===== src/hdl/m68k_ilc_pkg.sv =====
package m68k_ilc_pkg;

    localparam int AddrWidth  = 24;
    localparam int ImageWidth = 25;
    localparam int WordWidth  = 16;

    localparam logic [ImageWidth-1:0] ImageSizeReset = 25'h1000000;
    localparam logic [31:0]           NoTarget       = 32'hFFFF_FFFF;

    typedef enum logic [3:0] {
        TERM_NONE     = 4'd0,
        TERM_BRA      = 4'd1,
        TERM_BCC      = 4'd2,
        TERM_BSR      = 4'd3,
        TERM_DBCC     = 4'd4,
        TERM_JMP_ABS  = 4'd5,
        TERM_JSR_ABS  = 4'd6,
        TERM_JMP_PC   = 4'd7,
        TERM_JSR_PC   = 4'd8,
        TERM_JMP_IND  = 4'd9,
        TERM_JSR_IND  = 4'd10,
        TERM_RTS      = 4'd11,
        TERM_RTR      = 4'd12,
        TERM_RTE      = 4'd13,
        TERM_STOP     = 4'd14,
        TERM_UNCL     = 4'd15
    } term_t;

    typedef enum logic [2:0] {
        KIND_ABS_W = 3'd0,
        KIND_ABS_L = 3'd1,
        KIND_PCREL = 3'd2,
        KIND_IMM_L = 3'd3,
        KIND_IMM_W = 3'd4
    } kind_t;

    typedef struct packed {
        logic [4:0]  length_bytes;
        term_t       term_class;
        logic [31:0] static_target;
        logic [2:0]  jump_mode;
        logic [2:0]  jump_reg;
        logic [1:0]  record_count;
        logic [3:0]  rec0_offset;
        kind_t       rec0_kind;
        logic        rec0_is_dest;
        logic [3:0]  rec1_offset;
        kind_t       rec1_kind;
        logic        rec1_is_dest;
    } ilc_result_t;

endpackage


===== src/hdl/m68k_instruction_length_classifier.sv =====
// An accepted input beat is held in the input register, decoded, and loaded into the
// result register, from which it is presented; out_stall can hold it in between.
// Throughput: one instruction per cycle while out_stall stays low; the input register and the result
// register form a two-stage pipeline with one combinational decode between them.
// Reset (rst_n low, asynchronous) empties both stages and sets image_size to
// 16 MiB; no clearing pass is needed.
module m68k_instruction_length_classifier
    import m68k_ilc_pkg::*;
(
    input  logic                  clk,
    input  logic                  rst_n,
    input  logic                  cfg_valid,
    output logic                  cfg_ready,
    input  logic [ImageWidth-1:0] cfg_data,
    input  logic                  in_valid,
    output logic                  in_stall,
    input  logic [AddrWidth-1:0]  pc,
    input  logic [WordWidth-1:0]  word0,
    input  logic [WordWidth-1:0]  word1,
    input  logic [WordWidth-1:0]  word2,
    output logic                  out_valid,
    input  logic                  out_stall,
    output logic [4:0]            length_bytes,
    output logic [3:0]            term_class,
    output logic [31:0]           static_target,
    output logic [2:0]            jump_mode,
    output logic [2:0]            jump_reg,
    output logic [1:0]            record_count,
    output logic [3:0]            rec0_offset,
    output logic [2:0]            rec0_kind,
    output logic                  rec0_is_dest,
    output logic [3:0]            rec1_offset,
    output logic [2:0]            rec1_kind,
    output logic                  rec1_is_dest
);

    logic [ImageWidth-1:0] image_size_reg;
    logic [ImageWidth-1:0] image_size_next;
    logic                  in_valid_reg;
    logic                  in_valid_next;
    logic                  out_valid_reg;
    logic                  out_valid_next;
    logic [AddrWidth-1:0]  pc_reg;
    logic [WordWidth-1:0]  word0_reg;
    logic [WordWidth-1:0]  word1_reg;
    logic [WordWidth-1:0]  word2_reg;
    ilc_result_t           decoded;
    ilc_result_t           result_reg;
    logic                  in_take;
    logic                  out_load;

    m68k_ilc_decode u_decode (
        .pc         (pc_reg),
        .word0      (word0_reg),
        .word1      (word1_reg),
        .word2      (word2_reg),
        .image_size (image_size_reg),
        .result     (decoded)
    );

    // The result register takes a new beat whenever it is empty or its beat is leaving.
    assign out_load  = !out_valid_reg || !out_stall;
    assign in_stall  = in_valid_reg && !out_load;
    assign in_take   = in_valid && !in_stall;
    assign cfg_ready = 1'b1;

    always_comb
    begin
        image_size_next = image_size_reg;
        if (cfg_valid && cfg_ready) begin
            image_size_next = cfg_data;
        end
        in_valid_next = in_valid_reg;
        if (in_take) begin
            in_valid_next = 1'b1;
        end
        else if (out_load) begin
            in_valid_next = 1'b0;
        end
        out_valid_next = out_load ? in_valid_reg : out_valid_reg;
    end

    always_ff @(posedge clk or negedge rst_n)
    begin
        if (!rst_n) begin
            image_size_reg <= ImageSizeReset;
            in_valid_reg   <= 1'b0;
            out_valid_reg  <= 1'b0;
        end
        else begin
            image_size_reg <= image_size_next;
            in_valid_reg   <= in_valid_next;
            out_valid_reg  <= out_valid_next;
        end
    end

    always_ff @(posedge clk)
    begin
        if (in_take) begin
            pc_reg    <= pc;
            word0_reg <= word0;
            word1_reg <= word1;
            word2_reg <= word2;
        end
        if (out_load && in_valid_reg) begin
            result_reg <= decoded;
        end
    end

    assign out_valid     = out_valid_reg;
    assign length_bytes  = result_reg.length_bytes;
    assign term_class    = result_reg.term_class;
    assign static_target = result_reg.static_target;
    assign jump_mode     = result_reg.jump_mode;
    assign jump_reg      = result_reg.jump_reg;
    assign record_count  = result_reg.record_count;
    assign rec0_offset   = result_reg.rec0_offset;
    assign rec0_kind     = result_reg.rec0_kind;
    assign rec0_is_dest  = result_reg.rec0_is_dest;
    assign rec1_offset   = result_reg.rec1_offset;
    assign rec1_kind     = result_reg.rec1_kind;
    assign rec1_is_dest  = result_reg.rec1_is_dest;

endmodule


===== src/hdl/m68k_ilc_decode.sv =====
module m68k_ilc_decode
    import m68k_ilc_pkg::*;
(
    input  logic [AddrWidth-1:0]  pc,
    input  logic [WordWidth-1:0]  word0,
    input  logic [WordWidth-1:0]  word1,
    input  logic [WordWidth-1:0]  word2,
    input  logic [ImageWidth-1:0] image_size,
    output ilc_result_t           result
);

    localparam logic [3:0] LINE_BITOP  = 4'h0;
    localparam logic [3:0] LINE_MOVEB  = 4'h1;
    localparam logic [3:0] LINE_MOVEL  = 4'h2;
    localparam logic [3:0] LINE_MOVEW  = 4'h3;
    localparam logic [3:0] LINE_MISC   = 4'h4;
    localparam logic [3:0] LINE_QUICK  = 4'h5;
    localparam logic [3:0] LINE_BRANCH = 4'h6;
    localparam logic [3:0] LINE_MOVEQ  = 4'h7;
    localparam logic [3:0] LINE_OR     = 4'h8;
    localparam logic [3:0] LINE_SUB    = 4'h9;
    localparam logic [3:0] LINE_CMP    = 4'hB;
    localparam logic [3:0] LINE_AND    = 4'hC;
    localparam logic [3:0] LINE_ADD    = 4'hD;
    localparam logic [3:0] LINE_SHIFT  = 4'hE;

    localparam logic [15:0] OP_JSR   = 16'h4E80;
    localparam logic [15:0] OP_JMP   = 16'h4EC0;
    localparam logic [15:0] OP_RTS   = 16'h4E75;
    localparam logic [15:0] OP_RTR   = 16'h4E77;
    localparam logic [15:0] OP_RTE   = 16'h4E73;
    localparam logic [15:0] OP_RESET = 16'h4E70;
    localparam logic [15:0] OP_TRAPV = 16'h4E76;
    localparam logic [15:0] OP_ILLEG = 16'h4AFC;
    localparam logic [15:0] OP_STOP  = 16'h4E72;
    localparam logic [15:0] OP_RTD   = 16'h4E74;
    localparam logic [15:0] OP_NOP   = 16'h4E71;
    localparam logic [15:0] OP_SWAP  = 16'h4840;
    localparam logic [15:0] OP_EXTW  = 16'h4880;
    localparam logic [15:0] OP_EXTL  = 16'h48C0;
    localparam logic [15:0] OP_EXTB  = 16'h49C0;
    localparam logic [15:0] OP_LEA   = 16'h41C0;
    localparam logic [15:0] OP_PEA   = 16'h4840;
    localparam logic [15:0] OP_NBCD  = 16'h4800;
    localparam logic [15:0] OP_CHK   = 16'h4100;
    localparam logic [15:0] OP_LINK  = 16'h4E50;
    localparam logic [15:0] OP_UNLK  = 16'h4E58;
    localparam logic [15:0] OP_TRAP  = 16'h4E40;
    localparam logic [15:0] OP_MUSP  = 16'h4E60;
    localparam logic [15:0] OP_DBCC  = 16'h50C8;
    localparam logic [15:0] OP_SCC   = 16'h50C0;
    localparam logic [15:0] MASK_HI  = 16'hFFC0;
    localparam logic [15:0] MASK_LO3 = 16'hFFF8;
    localparam logic [15:0] MASK_LEA = 16'hF1C0;
    localparam logic [15:0] MASK_CHK = 16'hF140;
    localparam logic [15:0] MASK_DBC = 16'hF0F8;
    localparam logic [15:0] MASK_SCC = 16'hF0C0;
    localparam logic [15:0] MASK_TRP = 16'hFFF0;
    localparam logic [15:0] MASK_MVM = 16'hFB80;

    typedef struct packed {
        logic       valid;
        logic [3:0] offset;
        kind_t      kind;
        logic       is_dest;
    } rec_t;

    function automatic logic [1:0] ext_words(input logic [2:0] mode, input logic [2:0] ea_reg,
                                             input logic is_long);
        logic [1:0] n;
        n = 2'd0;
        if (mode == 3'd5 || mode == 3'd6) begin
            n = 2'd1;
        end
        else if (mode == 3'd7) begin
            case (ea_reg)
                3'd0:    n = 2'd1;
                3'd1:    n = 2'd2;
                3'd2:    n = 2'd1;
                3'd3:    n = 2'd1;
                3'd4:    n = is_long ? 2'd2 : 2'd1;
                default: n = 2'd0;
            endcase
        end
        return n;
    endfunction

    function automatic rec_t note(input logic [2:0] mode, input logic [2:0] ea_reg,
                                  input logic [3:0] offset, input logic is_dest);
        rec_t r;
        r = '{valid: 1'b0, offset: 4'd0, kind: KIND_ABS_W, is_dest: 1'b0};
        if (mode == 3'd7) begin
            if (ea_reg == 3'd0 || ea_reg == 3'd1) begin
                r.valid   = 1'b1;
                r.offset  = offset;
                r.kind    = (ea_reg == 3'd0) ? KIND_ABS_W : KIND_ABS_L;
                r.is_dest = is_dest;
            end
            else if (ea_reg == 3'd2) begin
                r.valid  = 1'b1;
                r.offset = offset;
                r.kind   = KIND_PCREL;
            end
        end
        return r;
    endfunction

    logic [ImageWidth-1:0] end0;
    logic [ImageWidth-1:0] end1;
    logic [ImageWidth-1:0] end2;
    logic [15:0]           w0;
    logic [15:0]           w1;
    logic [15:0]           w2;
    logic [3:0]            op;
    logic [2:0]            mode;
    logic [2:0]            ea_reg;
    logic [2:0]            dmode;
    logic [2:0]            dreg;
    logic [1:0]            sz;
    logic                  is_long;
    logic                  imm_ea;
    logic [1:0]            se;
    logic [2:0]            ext;
    term_t                 term;
    logic                  has_target;
    logic                  rel_target;
    logic [23:0]           disp;
    logic [23:0]           abs_target;
    logic [23:0]           rel_sum;
    logic [2:0]            jmode;
    logic [2:0]            jreg;
    rec_t                  rec_a;
    rec_t                  rec_b;
    rec_t                  out0;
    rec_t                  out1;

    assign end0 = {1'b0, pc} + 25'd1;
    assign end1 = {1'b0, pc} + 25'd3;
    assign end2 = {1'b0, pc} + 25'd5;
    assign w0   = (end0 >= image_size) ? 16'hFFFF : word0;
    assign w1   = (end1 >= image_size) ? 16'hFFFF : word1;
    assign w2   = (end2 >= image_size) ? 16'hFFFF : word2;

    assign op     = w0[15:12];
    assign mode   = w0[5:3];
    assign ea_reg = w0[2:0];
    assign dmode  = w0[8:6];
    assign dreg   = w0[11:9];
    assign sz     = w0[7:6];
    assign imm_ea = (mode == 3'd7) && (ea_reg == 3'd4);

    always_comb
    begin
        ext        = 3'd0;
        term       = TERM_NONE;
        has_target = 1'b0;
        rel_target = 1'b0;
        disp       = 24'd0;
        abs_target = 24'd0;
        jmode      = 3'd0;
        jreg       = 3'd0;
        is_long    = 1'b0;
        se         = 2'd0;
        rec_a      = '{valid: 1'b0, offset: 4'd0, kind: KIND_ABS_W, is_dest: 1'b0};
        rec_b      = '{valid: 1'b0, offset: 4'd0, kind: KIND_ABS_W, is_dest: 1'b0};
        case (op)
            LINE_BITOP:
            begin
                if (w0[8]) begin
                    if (mode == 3'd1) begin
                        ext = 3'd1;
                    end
                    else begin
                        rec_a = note(mode, ea_reg, 4'd2, 1'b0);
                        ext   = {1'b0, ext_words(mode, ea_reg, 1'b0)};
                    end
                end
                else if (w0[11:9] == 3'd4) begin
                    if (imm_ea) begin
                        ext = 3'd1;
                    end
                    else begin
                        rec_a = note(mode, ea_reg, 4'd4, 1'b0);
                        ext   = 3'd1 + {1'b0, ext_words(mode, ea_reg, 1'b0)};
                    end
                end
                else begin
                    is_long = (sz == 2'd2);
                    if (imm_ea) begin
                        ext = is_long ? 3'd2 : 3'd1;
                    end
                    else begin
                        rec_a = note(mode, ea_reg, is_long ? 4'd6 : 4'd4, 1'b0);
                        ext   = (is_long ? 3'd2 : 3'd1)
                              + {1'b0, ext_words(mode, ea_reg, is_long)};
                    end
                end
            end
            LINE_MOVEB, LINE_MOVEL, LINE_MOVEW:
            begin
                is_long = (op == LINE_MOVEL);
                se      = ext_words(mode, ea_reg, is_long);
                rec_a   = note(mode, ea_reg, 4'd2, 1'b0);
                if (op != LINE_MOVEB && dmode == 3'd1 && imm_ea) begin
                    rec_a = '{valid: 1'b1, offset: 4'd2,
                              kind: is_long ? KIND_IMM_L : KIND_IMM_W, is_dest: 1'b0};
                end
                rec_b = note(dmode, dreg, 4'd2 + {1'b0, se, 1'b0}, 1'b1);
                ext   = {1'b0, se} + {1'b0, ext_words(dmode, dreg, is_long)};
            end
            LINE_MISC:
            begin
                if ((w0 & MASK_HI) == OP_JSR || (w0 & MASK_HI) == OP_JMP) begin
                    jmode = mode;
                    jreg  = ea_reg;
                    if (mode == 3'd7 && (ea_reg == 3'd0 || ea_reg == 3'd1)) begin
                        has_target = 1'b1;
                        abs_target = (ea_reg == 3'd0) ? {{8{w1[15]}}, w1} : {w1[7:0], w2};
                        term       = w0[6] ? TERM_JMP_ABS : TERM_JSR_ABS;
                    end
                    else if (mode == 3'd7 && (ea_reg == 3'd2 || ea_reg == 3'd3)) begin
                        term = w0[6] ? TERM_JMP_PC : TERM_JSR_PC;
                    end
                    else begin
                        term = w0[6] ? TERM_JMP_IND : TERM_JSR_IND;
                    end
                    ext = {1'b0, ext_words(mode, ea_reg, 1'b1)};
                end
                else if (w0 == OP_RTS) begin
                    term = TERM_RTS;
                end
                else if (w0 == OP_RTR) begin
                    term = TERM_RTR;
                end
                else if (w0 == OP_RTE) begin
                    term = TERM_RTE;
                end
                else if (w0 == OP_RESET || w0 == OP_TRAPV || w0 == OP_ILLEG) begin
                    term = TERM_STOP;
                end
                else if (w0 == OP_STOP || w0 == OP_RTD) begin
                    term = TERM_STOP;
                    ext  = 3'd1;
                end
                else if (w0 == OP_NOP) begin
                    ext = 3'd0;
                end
                else if ((w0 & MASK_LO3) == OP_SWAP || (w0 & MASK_LO3) == OP_EXTW
                         || (w0 & MASK_LO3) == OP_EXTL || (w0 & MASK_LO3) == OP_EXTB) begin
                    ext = 3'd0;
                end
                else if ((w0 & MASK_LEA) == OP_LEA || (w0 & MASK_HI) == OP_PEA) begin
                    rec_a = note(mode, ea_reg, 4'd2, 1'b0);
                    ext   = {1'b0, ext_words(mode, ea_reg, 1'b1)};
                end
                else if ((w0 & MASK_MVM) == OP_EXTW) begin
                    rec_a = note(mode, ea_reg, 4'd4, 1'b0);
                    ext   = 3'd1 + {1'b0, ext_words(mode, ea_reg, w0[6])};
                end
                else if (w0[15:8] == 8'h40 || w0[15:8] == 8'h42 || w0[15:8] == 8'h44
                         || w0[15:8] == 8'h46 || w0[15:8] == 8'h4A) begin
                    rec_a = note(mode, ea_reg, 4'd2, 1'b0);
                    ext   = {1'b0, ext_words(mode, ea_reg, sz == 2'd2)};
                end
                else if ((w0 & MASK_HI) == OP_NBCD) begin
                    rec_a = note(mode, ea_reg, 4'd2, 1'b0);
                    ext   = {1'b0, ext_words(mode, ea_reg, 1'b0)};
                end
                else if ((w0 & MASK_CHK) == OP_CHK) begin
                    rec_a = note(mode, ea_reg, 4'd2, 1'b0);
                    ext   = {1'b0, ext_words(mode, ea_reg, 1'b0)};
                end
                else if ((w0 & MASK_LO3) == OP_LINK) begin
                    ext = 3'd1;
                end
                else if ((w0 & MASK_LO3) == OP_UNLK) begin
                    ext = 3'd0;
                end
                else if ((w0 & MASK_TRP) == OP_TRAP) begin
                    term = TERM_STOP;
                end
                else if ((w0 & MASK_LO3) == OP_MUSP) begin
                    ext = 3'd0;
                end
                else begin
                    rec_a = note(mode, ea_reg, 4'd2, 1'b0);
                    ext   = {1'b0, ext_words(mode, ea_reg, 1'b0)};
                end
            end
            LINE_QUICK:
            begin
                if ((w0 & MASK_DBC) == OP_DBCC) begin
                    term       = TERM_DBCC;
                    ext        = 3'd1;
                    has_target = 1'b1;
                    rel_target = 1'b1;
                    disp       = {{8{w1[15]}}, w1};
                end
                else begin
                    is_long = ((w0 & MASK_SCC) != OP_SCC) && (sz == 2'd2);
                    rec_a   = note(mode, ea_reg, 4'd2, 1'b0);
                    ext     = {1'b0, ext_words(mode, ea_reg, is_long)};
                end
            end
            LINE_BRANCH:
            begin
                has_target = 1'b1;
                rel_target = 1'b1;
                if (w0[7:0] == 8'h00) begin
                    ext  = 3'd1;
                    disp = {{8{w1[15]}}, w1};
                end
                else if (w0[7:0] == 8'hFF) begin
                    ext  = 3'd2;
                    disp = {w1[7:0], w2};
                end
                else begin
                    disp = {{16{w0[7]}}, w0[7:0]};
                end
                if (w0[11:8] == 4'd0) begin
                    term = TERM_BRA;
                end
                else if (w0[11:8] == 4'd1) begin
                    term = TERM_BSR;
                end
                else begin
                    term = TERM_BCC;
                end
            end
            LINE_MOVEQ:
            begin
                ext = 3'd0;
            end
            LINE_OR, LINE_SUB, LINE_CMP, LINE_AND, LINE_ADD:
            begin
                if (sz == 2'd3) begin
                    is_long = (op != LINE_OR) && (op != LINE_AND) && (dmode == 3'd7);
                end
                else begin
                    is_long = (sz == 2'd2);
                end
                rec_a = note(mode, ea_reg, 4'd2, 1'b0);
                ext   = {1'b0, ext_words(mode, ea_reg, is_long)};
            end
            LINE_SHIFT:
            begin
                if (sz == 2'd3) begin
                    rec_a = note(mode, ea_reg, 4'd2, 1'b0);
                    ext   = {1'b0, ext_words(mode, ea_reg, 1'b0)};
                end
            end
            default:
            begin
                term = TERM_UNCL;
            end
        endcase
    end

    assign rel_sum = pc + 24'd2 + disp;

    always_comb
    begin
        out0 = '{valid: 1'b0, offset: 4'd0, kind: KIND_ABS_W, is_dest: 1'b0};
        out1 = '{valid: 1'b0, offset: 4'd0, kind: KIND_ABS_W, is_dest: 1'b0};
        if (rec_a.valid) begin
            out0 = rec_a;
            if (rec_b.valid) begin
                out1 = rec_b;
            end
        end
        else if (rec_b.valid) begin
            out0 = rec_b;
        end
    end

    always_comb
    begin
        result.length_bytes  = 5'd2 + {1'b0, ext, 1'b0};
        result.term_class    = term;
        result.static_target = has_target ? {8'd0, rel_target ? rel_sum : abs_target}
                                          : NoTarget;
        result.jump_mode     = jmode;
        result.jump_reg      = jreg;
        result.record_count  = {1'b0, out0.valid} + {1'b0, out1.valid};
        result.rec0_offset   = out0.offset;
        result.rec0_kind     = out0.kind;
        result.rec0_is_dest  = out0.is_dest;
        result.rec1_offset   = out1.offset;
        result.rec1_kind     = out1.kind;
        result.rec1_is_dest  = out1.is_dest;
    end

endmodule


===== config.mk =====
export PLATFORM = sky130hd
export DESIGN_NAME = m68k_instruction_length_classifier
export DESIGN_NICKNAME = d
export VERILOG_FILES = /design/src/hdl/m68k_ilc_pkg.sv /design/src/hdl/m68k_instruction_length_classifier.sv /design/src/hdl/m68k_ilc_decode.sv
export SDC_FILE = /design/constraint.sdc
export NUM_CORES = 1
export LEC_CHECK = 0
export ABC_AREA = 1
export BUFFER_PORTS_ARGS = -buffer_cell sky130_fd_sc_hd__buf_2
export CORE_ASPECT_RATIO = 0.8
export CORE_MARGIN = 2
export CORE_UTILIZATION = 23
export DETAILED_ROUTE_END_ITERATION = 6
export PLACE_DENSITY = 0.47
export RECOVER_POWER = 50
export SLEW_MARGIN = 30
export SYNTH_ARGS = -nofsm -noshare
export SYNTH_HDL_FRONTEND = slang
export SYNTH_SLANG_ARGS = --single-unit

===== constraint.sdc =====
create_clock -name clk -period 7.85 [get_ports clk]
set_clock_uncertainty 0.15 [all_clocks]
set_input_delay 0 -clock clk [delete_from_list [all_inputs] [get_ports clk]]
set_output_delay 0 -clock clk [all_outputs]
set_load 0.01 [all_outputs]

# == Yosys cells after proc, flatten, opt, wreduce, memory -nomap -nowiden ==
# Index checks and enable logic that the tools add are counted.
# W data, S select, Z words.
# totals
ff_bits,164
output_inout_bits,68
word_cells,321
# op_classes
n_addsub,12
order_cmp,3
n_eq_ne,67
muxes,172
reduce_logical,47
# ops
cell,n
$mux W9,33
$mux W24,8
$eq A16 B15 Y1 const B,9
$mux W2,51
$eq A13 B12 Y1 const B,7
$mux W4,20
$ge A25 B25 Y1,3
$mux W3,23
$mux W8,8
$pmux W9 S6,1
$eq A8 B7 Y1 const B,6
$mux W16,3
$pmux W24 S2,1
$eq A10 B9 Y1 const B,4
$pmux W2 S3,6
$mux W32,1
$add A24 B1 Y25 const B,1
$add A24 B2 Y25 const B,1
$add A24 B3 Y25 const B,1
$add A24 B2 Y24 const B,1
$add A24 B24 Y24,1
$eq A3 B3 Y1 const B,8
$eq A4 B4 Y1 const B,6
$pmux W3 S7,1
other kinds (38),97

# == Logic depth before layout (Yosys ltp) ==
# Gate-level depths: netlist of the first run.
# logic_depth
depth_word,32
mapped_depth,46

# == Cells and area by module ==
# A second synthesis of the first run with hierarchy kept.
# unflattened
hier_cells,1603
hier_area_um2,13028.7
# modules_own_cells
mod,n_inst,cells_each,area_each_um2,seq_area_each_um2
m68k_ilc_decode,1,1347,7843.8,0.0
m68k_instruction_length_classifier,1,256,5185.0,4790.8

# == Least setup slack after synthesis of the first run ==
# Ideal clock, no wire load.
# synth_path
kind,register to register
from,register pc_reg[8]
to,"register result_reg (netlist bit static_target[16]), data pin"
setup_ns,0.264
arrival_time_ns,5.499
required_time_ns,7.436
slack_ns,1.937
stages_incl_launch_ff,35
path_buffers,2
synth_period_minus_slack_ns,5.913
cell_sequence,edfxtp_1 -> clkbuf_1 -> nand2_1 -> nor2_1 -> nand4_1 -> nor4b_1 -> nand3_1 -> xor2_1 -> ha_1 -> nand2_1 -> nor2_4 -> nand3_1 -> inv_1 -> nand2_1 -> buf_6 -> nand4_4 -> nor2_1 -> nand3_1 -> nor2_4 -> a21oi_2 -> o21ai_0 -> ha_1 -> ha_1 -> nand2_1 -> o21ai_0 -> a21o_1 -> a21oi_1 -> o21ai_0 -> a21oi_1 -> o21ai_0 -> nand2_1 -> nand2_1 -> a21oi_1 -> o21ai_0 -> nand3_1
# synth_between
elab_chain_len,10
elab_cells_between_ends,39
# synth_rtl
element,line_no,rtl
start: declaration,m68k_instruction_length_classifier.sv:43,logic [AddrWidth-1:0] pc_reg;
start signal: assignment,m68k_instruction_length_classifier.sv:100,pc_reg <= pc;
branches (longest 10 deep; another with $add A24 B1 Y25),n/a,
end signal: assignment,m68k_instruction_length_classifier.sv:106,result_reg <= decoded;
end: declaration,m68k_instruction_length_classifier.sv:48,ilc_result_t result_reg;
# Several ways; the timed one is not identified.
# A chain may end at the register's enable or synchronous reset.

# == Worst setup path after layout of the first run ==
# layout_path
from,register pc_reg[9]
to,"register result_reg (netlist bit static_target[16]), data pin"
# Same word-level chain as after synthesis.

==> impl_metrics.yaml, run 1 <==
sta:
  rsz0062_at_grt: "false"
  slew_headroom_pct: -19.3
  hold_violations: 0
  slew_violations: 77
  setup_violations: 0
  max_freq_ghz: 0.139
  fin_setup_tns_ns: 0
  whs_ns: 0.0601
  fin_crit_sh_pct: 92.0
  worst_pin_slew_ns: 1.79
  finalCriticalPeriod_ns: 7.22
clock_network:
  clockBufferDepth: 2
  h-tree-depth: 4
  tritoncts: "done"
  clkTransAtPathRegs_ns: 0.07
  cts_root_buf: "clkbuf_16"
  insertion_delay_ns: 0.50
  cts.sinks: 153
  cts_made_buffers: 17
power_and_ir_drop:
  swShare_pct: 35.7
  internal_power_w: 0.00176
  p_comb_share_pct: 30.0
  power_density_mw_per_mm2: 163
  p_clk_share_pct: 33.5
  switchingPower_w: 0.000976
  p_leak_nw: 7.17
  power.share.sequential_pct: 36.5
  vdd_drop_max_mv: 0.186
floorplan:
  die_y_um: 215
  core_mm2: 0.0552
  dieArea_mm2: 0.0577
  fp.dieW_um: 268
  num_rows: 77
  start_util_pct: 23.2
  io-pin-count: 170
critical_path:
  crit_path_end_kind: "register"
  path_max_fanout: 16
  path_class: "reg2reg"
  cpMostUsedCell: "nand2_1"
  crit_slowest_cell: "edfxtp_1"
  crit_required_ns: 7.91
  slowest_delay_ns: 0.57
  cp_data_arrival_time_ns: 7.28
  cp-start-kind: "register"
synthesis:
  synth-seq-cells: 153
  synth_common_cells: "364 x nand2_1, 187 x nor2_1, 184 x inv_1"
  async_flop_share_pct: 17.6
  synth_top_area_share_pct: 29.5
  ys.warnings.count: 0
  synth_edf_count: 126
  synth.area.top_cells: "edfxtp_1 29%, ha_1 12%, nand2_1 11%"
  synth_cell_types: 60
  synth_most_common_cell: "nand2_1"
  synth_cells: 1645
  synth-seq-area-share_pct: 34.8
  yosys.area.top_type: "edfxtp_1"
  syn_area_mm2: 0.0128
  synthFlopType: "edfxtp_1"
  syn_area_per_cell_um2: 7.80
drt:
  routedWlPerCell_um: 18.7
  topRoutingLayerUsed: "met4"
  met3_length_um: 3190
  via_count: 12700
  drtIter0Drc: 1007
  wl_met2_um: 21000
  drtAntennaViolNets: 0
  dr.pass1.iters: 6
  drc: 0
  viasPerCell: 4.62
  wl_um: 51200
  wirelength_met1_um: 26100
cells_and_area:
  antenna_cells: 0
  drive_gt1_share_pct: 11.8
  regArea_mm2: 0.00446
  area_delta_synth_final_pct: 30.4
  fin_nets: 2216
  multiInputGateArea_mm2: 0.00735
  fillers: 5957
  final_util_pct: 30.3
worst_hold_path:
  hold_path_class: "in2reg"
placed_design:
  place_congestion: 0.947
  hpwl_um: 40700
  portBuffers: 164
grt:
  grt-ovfl-total: 0
  grt_pass1_wl_um: 76500
  grt_max_degree: 73
  antenna_found_initial: 0
  first_global_vias: 12500
  grt_use_total_pct: 18.0
run_status:
  violations: "capacitance limit, slew limit"
  status: "finished, violations left"
run:
  maxCapViolCount: 2
## metrics by stage
step | instances | total power [W] | setup slack (ns) | cell area [um^2]
floorplan | 1648 | 0.00148 | 1.94 | 12800
global placement | 2543 | 0.00176 | 0.160 | 14500
detailed placement | 2543 | 0.00176 | 0.228 | 14500
CTS | 2727 | 0.00275 | 0.169 | 16700
global route | 2747 | 0.00289 | 0.00548 | 16700
finish | 2747 | 0.00273 | 0.630 | 16700
## metal layers
layer  track usage (%)  vias to the layer above
li1                  -                     6211
met1              27.2                     5966
met2              25.3                      455
met3              3.75                       50
met4              5.61                        0
met5                 0                        -
## layout by cell type, fill, tap and decap left out, drive strengths merged, types with 3 or more instances in the layout
cell / synthesis / layout
a211oi: 3 / 3
a21o: 4 / 4
a21oi: 91 / 91
buf: 29 / 123
bufinv: 0 / 3
clkbuf: 19 / 108
clkinv: 4 / 5
conb: 2 / 5
dfrtp: 26 / 26
dlygate4sd3: 0 / 151
edfxtp: 126 / 126
fa: 3 / 3
ha: 127 / 127
inv: 196 / 205
nand2: 375 / 375
nand3: 116 / 116
nand4: 38 / 38
nor2: 212 / 212
nor3: 37 / 37
nor4: 6 / 6
o2111ai: 3 / 3
o211ai: 9 / 9
o21ai: 116 / 116
o21bai: 4 / 4
or2: 3 / 3
xnor2: 10 / 10
xor2: 65 / 65
## cell families (layout without fill, tap and decap cells)
family	Yosys count	after routing	synth area share, %
DFF	153	153	34.8
buffers and inverters	248	597	8.28
AOI/OAI and AO/OA	243	243	10.5
adders and majority gates	130	130	12.9
other	2	5	0.0585
xor gates and xnor gates	75	75	5.12
muxes	1	1	0.0878
and+or+nand+nor	793	793	28.3
## worst max-delay path, delay by kind of cell, from the launching register on
family / cells / cell delay, ns
flops: 1 / 0.57
simple gates: 18 / 2.65
compound gates: 10 / 1.55
fa+ha+maj: 3 / 0.93
buf+inv: 5 / 0.89
xor+xnor: 1 / 0.17
## final timing paths
| check | end | slack [ns] | depth (start not counted) | from |
|---|---|---|---|---|
| max reg2reg | static_target[16] | 0.63 | 37 | pc_reg[9] |
| min reg2reg | out_valid | 0.36 | 2 | in_valid_reg |
| min | word1_reg[12] | 0.06 | 2 | word1[12] |
| max | static_target[16] | 0.63 | 37 | pc_reg[9] |
| min in group asynchronous | image_size_reg[24] | 0.51 | 3 | rst_n |
| max in group asynchronous | image_size_reg[2] | 5.32 | 4 | rst_n |
## area by class of cell
type / instances / share of cell area (%)
inverter: 200 / 4.51
clock inverter: 15 / 1.21
clock buffer: 17 / 2.54
sequential: 153 / 26.7
timing repair buffer: 365 / 15.5
multi-input combinational: 1247 / 43.9
tap: 750 / 5.61
## power groups by stage
stage	clock network (W)	logic, W	registers (W)
CTS	0.000943	0.000807	0.00100
global placement	0	0.000743	0.00102
floorplan	0	0.000471	0.00101
finish	0.000914	0.000820	0.000998
global route	0.000965	0.000918	0.00100
detailed placement	0	0.000738	0.00102
## repair_timing
| item | CTS | global route |
|---|---|---|
| endpoints found under the setup margin | 0 | 11 |
| buffers inserted | 0 | 20 |
| endpoints found under the hold margin | 126 | 0 |
| resized for setup | 0 | 4 |
| hold buffers | 152 | 0 |
No activity file was read; power rests on OpenSTA's default activity.
==> run 2: changes to the inputs <==
==> constraint.sdc (replaced) <==
create_clock -name clk -period 7.85 [get_ports clk]
set_clock_uncertainty 0.15 [all_clocks]
set_input_delay 0 -clock clk [delete_from_list [all_inputs] [get_ports clk]]
set_output_delay 0 -clock clk [all_outputs]
set_load 0.005 [all_outputs]
==> run 2 against run 1 <==
Compared with the run above: the run still ends with capacitance limit, slew limit left; critical path type unchanged; routed wire length shrank 0.16%; largest power group unchanged; non-clock buffer count unchanged; sequential share of layout area is 0.056 points lower; global-route usage is the same; highest routed layer unchanged; setup slack got worse by 0.0051 ns; die area unchanged; critical path depth did not move; worst hold slack barely moved; core utilization increased by 0.063 points.
==> impl_metrics.yaml, run 2 (synthesis gave the netlist of run 1 again) <==
power_and_ir_drop:
  power_density_mw_per_mm2: 163
  vdd_drop_max_mv: 0.186
  internal_power_w: 0.00176
  p_leak_nw: 7.24
  power.share.sequential_pct: 36.6
  p_comb_share_pct: 29.9
  p_clk_share_pct: 33.5
  switchingPower_w: 0.000967
  swShare_pct: 35.5
clock_network:
  clkTransAtPathRegs_ns: 0.07
  tritoncts: "done"
  cts_made_buffers: 17
  insertion_delay_ns: 0.50
  cts_root_buf: "clkbuf_16"
  clockBufferDepth: 2
  h-tree-depth: 4
  cts.sinks: 153
critical_path:
  crit_path_end_kind: "register"
  cp-start-kind: "register"
  path_class: "reg2reg"
  cp_data_arrival_time_ns: 7.29
  r2r_slack_ns: 0.63
  path_max_fanout: 16
  slowest_delay_ns: 0.56
  crit_required_ns: 7.91
  crit_slowest_cell: "edfxtp_1"
  cpMostUsedCell: "nand2_1"
floorplan:
  start_util_pct: 23.2
  dieArea_mm2: 0.0577
  fp.dieW_um: 268
  core_mm2: 0.0552
  num_rows: 77
  io-pin-count: 170
  die_y_um: 215
sta:
  max_freq_ghz: 0.138
  fin_crit_sh_pct: 92.0
  slew_headroom_pct: -19.6
  hold_violations: 0
  rsz0062_at_grt: "false"
  worst_pin_slew_ns: 1.79
  fin_setup_tns_ns: 0
  setup_violations: 0
  slew_violations: 77
  finalCriticalPeriod_ns: 7.22
drt:
  wl_um: 51200
  via_count: 12700
  dr.pass1.iters: 6
  drc: 0
  drtAntennaViolNets: 0
  routedWlPerCell_um: 18.6
  viasPerCell: 4.63
  drtIter0Drc: 1069
grt:
  antenna_found_initial: 0
  grt_max_degree: 73
  grt_pass1_wl_um: 76500
  first_global_vias: 12500
  grt-ovfl-total: 0
  grt_use_total_pct: 18.0
placed_design:
  dp_cells: 2543
  post_dp_cell_area_mm2: 0.0145
  place_congestion: 0.947
  portBuffers: 164
  hpwl_um: 40700
worst_hold_path:
  hold_path_class: "in2reg"
run_status:
  violations: "capacitance limit, slew limit"
  status: "finished, violations left"
cells_and_area:
  layout_commonest_cell: "nand2_1"
  fin_nets: 2216
  area_delta_synth_final_pct: 30.6
  fin_cells: 2747
  final_cell_area_mm2: 0.0168
  antenna_cells: 0
  final_cell_mix: "364 x nand2_1, 187 x nor2_1, 183 x inv_1"
  fillers: 5946
  drive_gt1_share_pct: 13.2
run:
  maxCapViolCount: 2
run 2: changes by cell type in the layout (fill, tap and decap cells not counted), sizes merged:
cell,delta
buf,+27
clkbuf,-27
run 2: area by class of cell:
class                      count  area (um^2)  area share, %
clock buffer                  17          425           2.54
clock inverter                15          203           1.21
inverter                     200          754           4.50
multi-input combinational   1247         7350           43.8
sequential                   153         4460           26.6
tap                          750          938           5.60
timing repair buffer         365         2630           15.7
run 2: worst max-delay path, delay by kind of cell (launching register included):
kind | cells | cell delay, ns
flops | 1 | 0.56
compound gates | 9 | 1.46
buf+inv | 5 | 0.88
simple gates | 19 | 2.75
xor+xnor | 1 | 0.17
fa+ha+maj | 3 | 0.94
run 2: routing by layer:
layer / global-route usage (%) / part of all wire [%] / vias to the layer above / wire [um]
met5: 0 / 0 / - / 0
met4: 5.61 / 2.0 / 0 / 1000
met3: 3.75 / 5.7 / 62 / 2930
met2: 25.3 / 41 / 431 / 20900
met1: 27.2 / 52 / 6011 / 26400
li1: - / - / 6207 / -
run 2: power groups by stage:
stage	Combinational, W	Clock [W]	Sequential (W)
global placement	0.000734	0	0.00102
CTS	0.000798	0.000943	0.00100
global route	0.000912	0.000965	0.00100
floorplan	0.000470	0	0.00100
finish	0.000816	0.000914	0.000998
detailed placement	0.000729	0	0.00102
run 2: per-stage QoR:
| stage | worst slack [ns] | power (W) | utilization (%) | hold slack, ns |
|---|---|---|---|---|
| final | 0.625 | 0.00273 | 30.4 | 0.0605 |
| after global routing | 0.00548 | 0.00288 | 30.4 | 0.0449 |
| after CTS | 0.169 | 0.00274 | 30.2 | 0.0223 |
| after detailed placement | 0.228 | 0.00175 | 26.3 | -0.0447 |
| after global placement | 0.160 | 0.00175 | 26.3 | -0.0523 |
| after floorplan | 1.94 | 0.00147 | - | -0.446 |
run 2: timing repair:
item                                    in CTS  in global routing
hold endpoints to repair                   126                  0
endpoints found under the setup margin       0                 11
gates resized for setup                      0                  4
hold buffers                               152                  0
setup buffers                                0                 20
run 2: path summary, 6_finish.rpt:
path / from / end / depth (start not counted)
setup / recovery: pc_reg[9] / static_target[16] / 37
hold / removal: word1[12] / word1_reg[12] / 2
setup reg to reg: pc_reg[9] / static_target[16] / 37
hold reg to reg: in_valid_reg / out_valid / 2
max in group asynchronous: rst_n / image_size_reg[2] / 4
min in group asynchronous: rst_n / image_size_reg[24] / 3
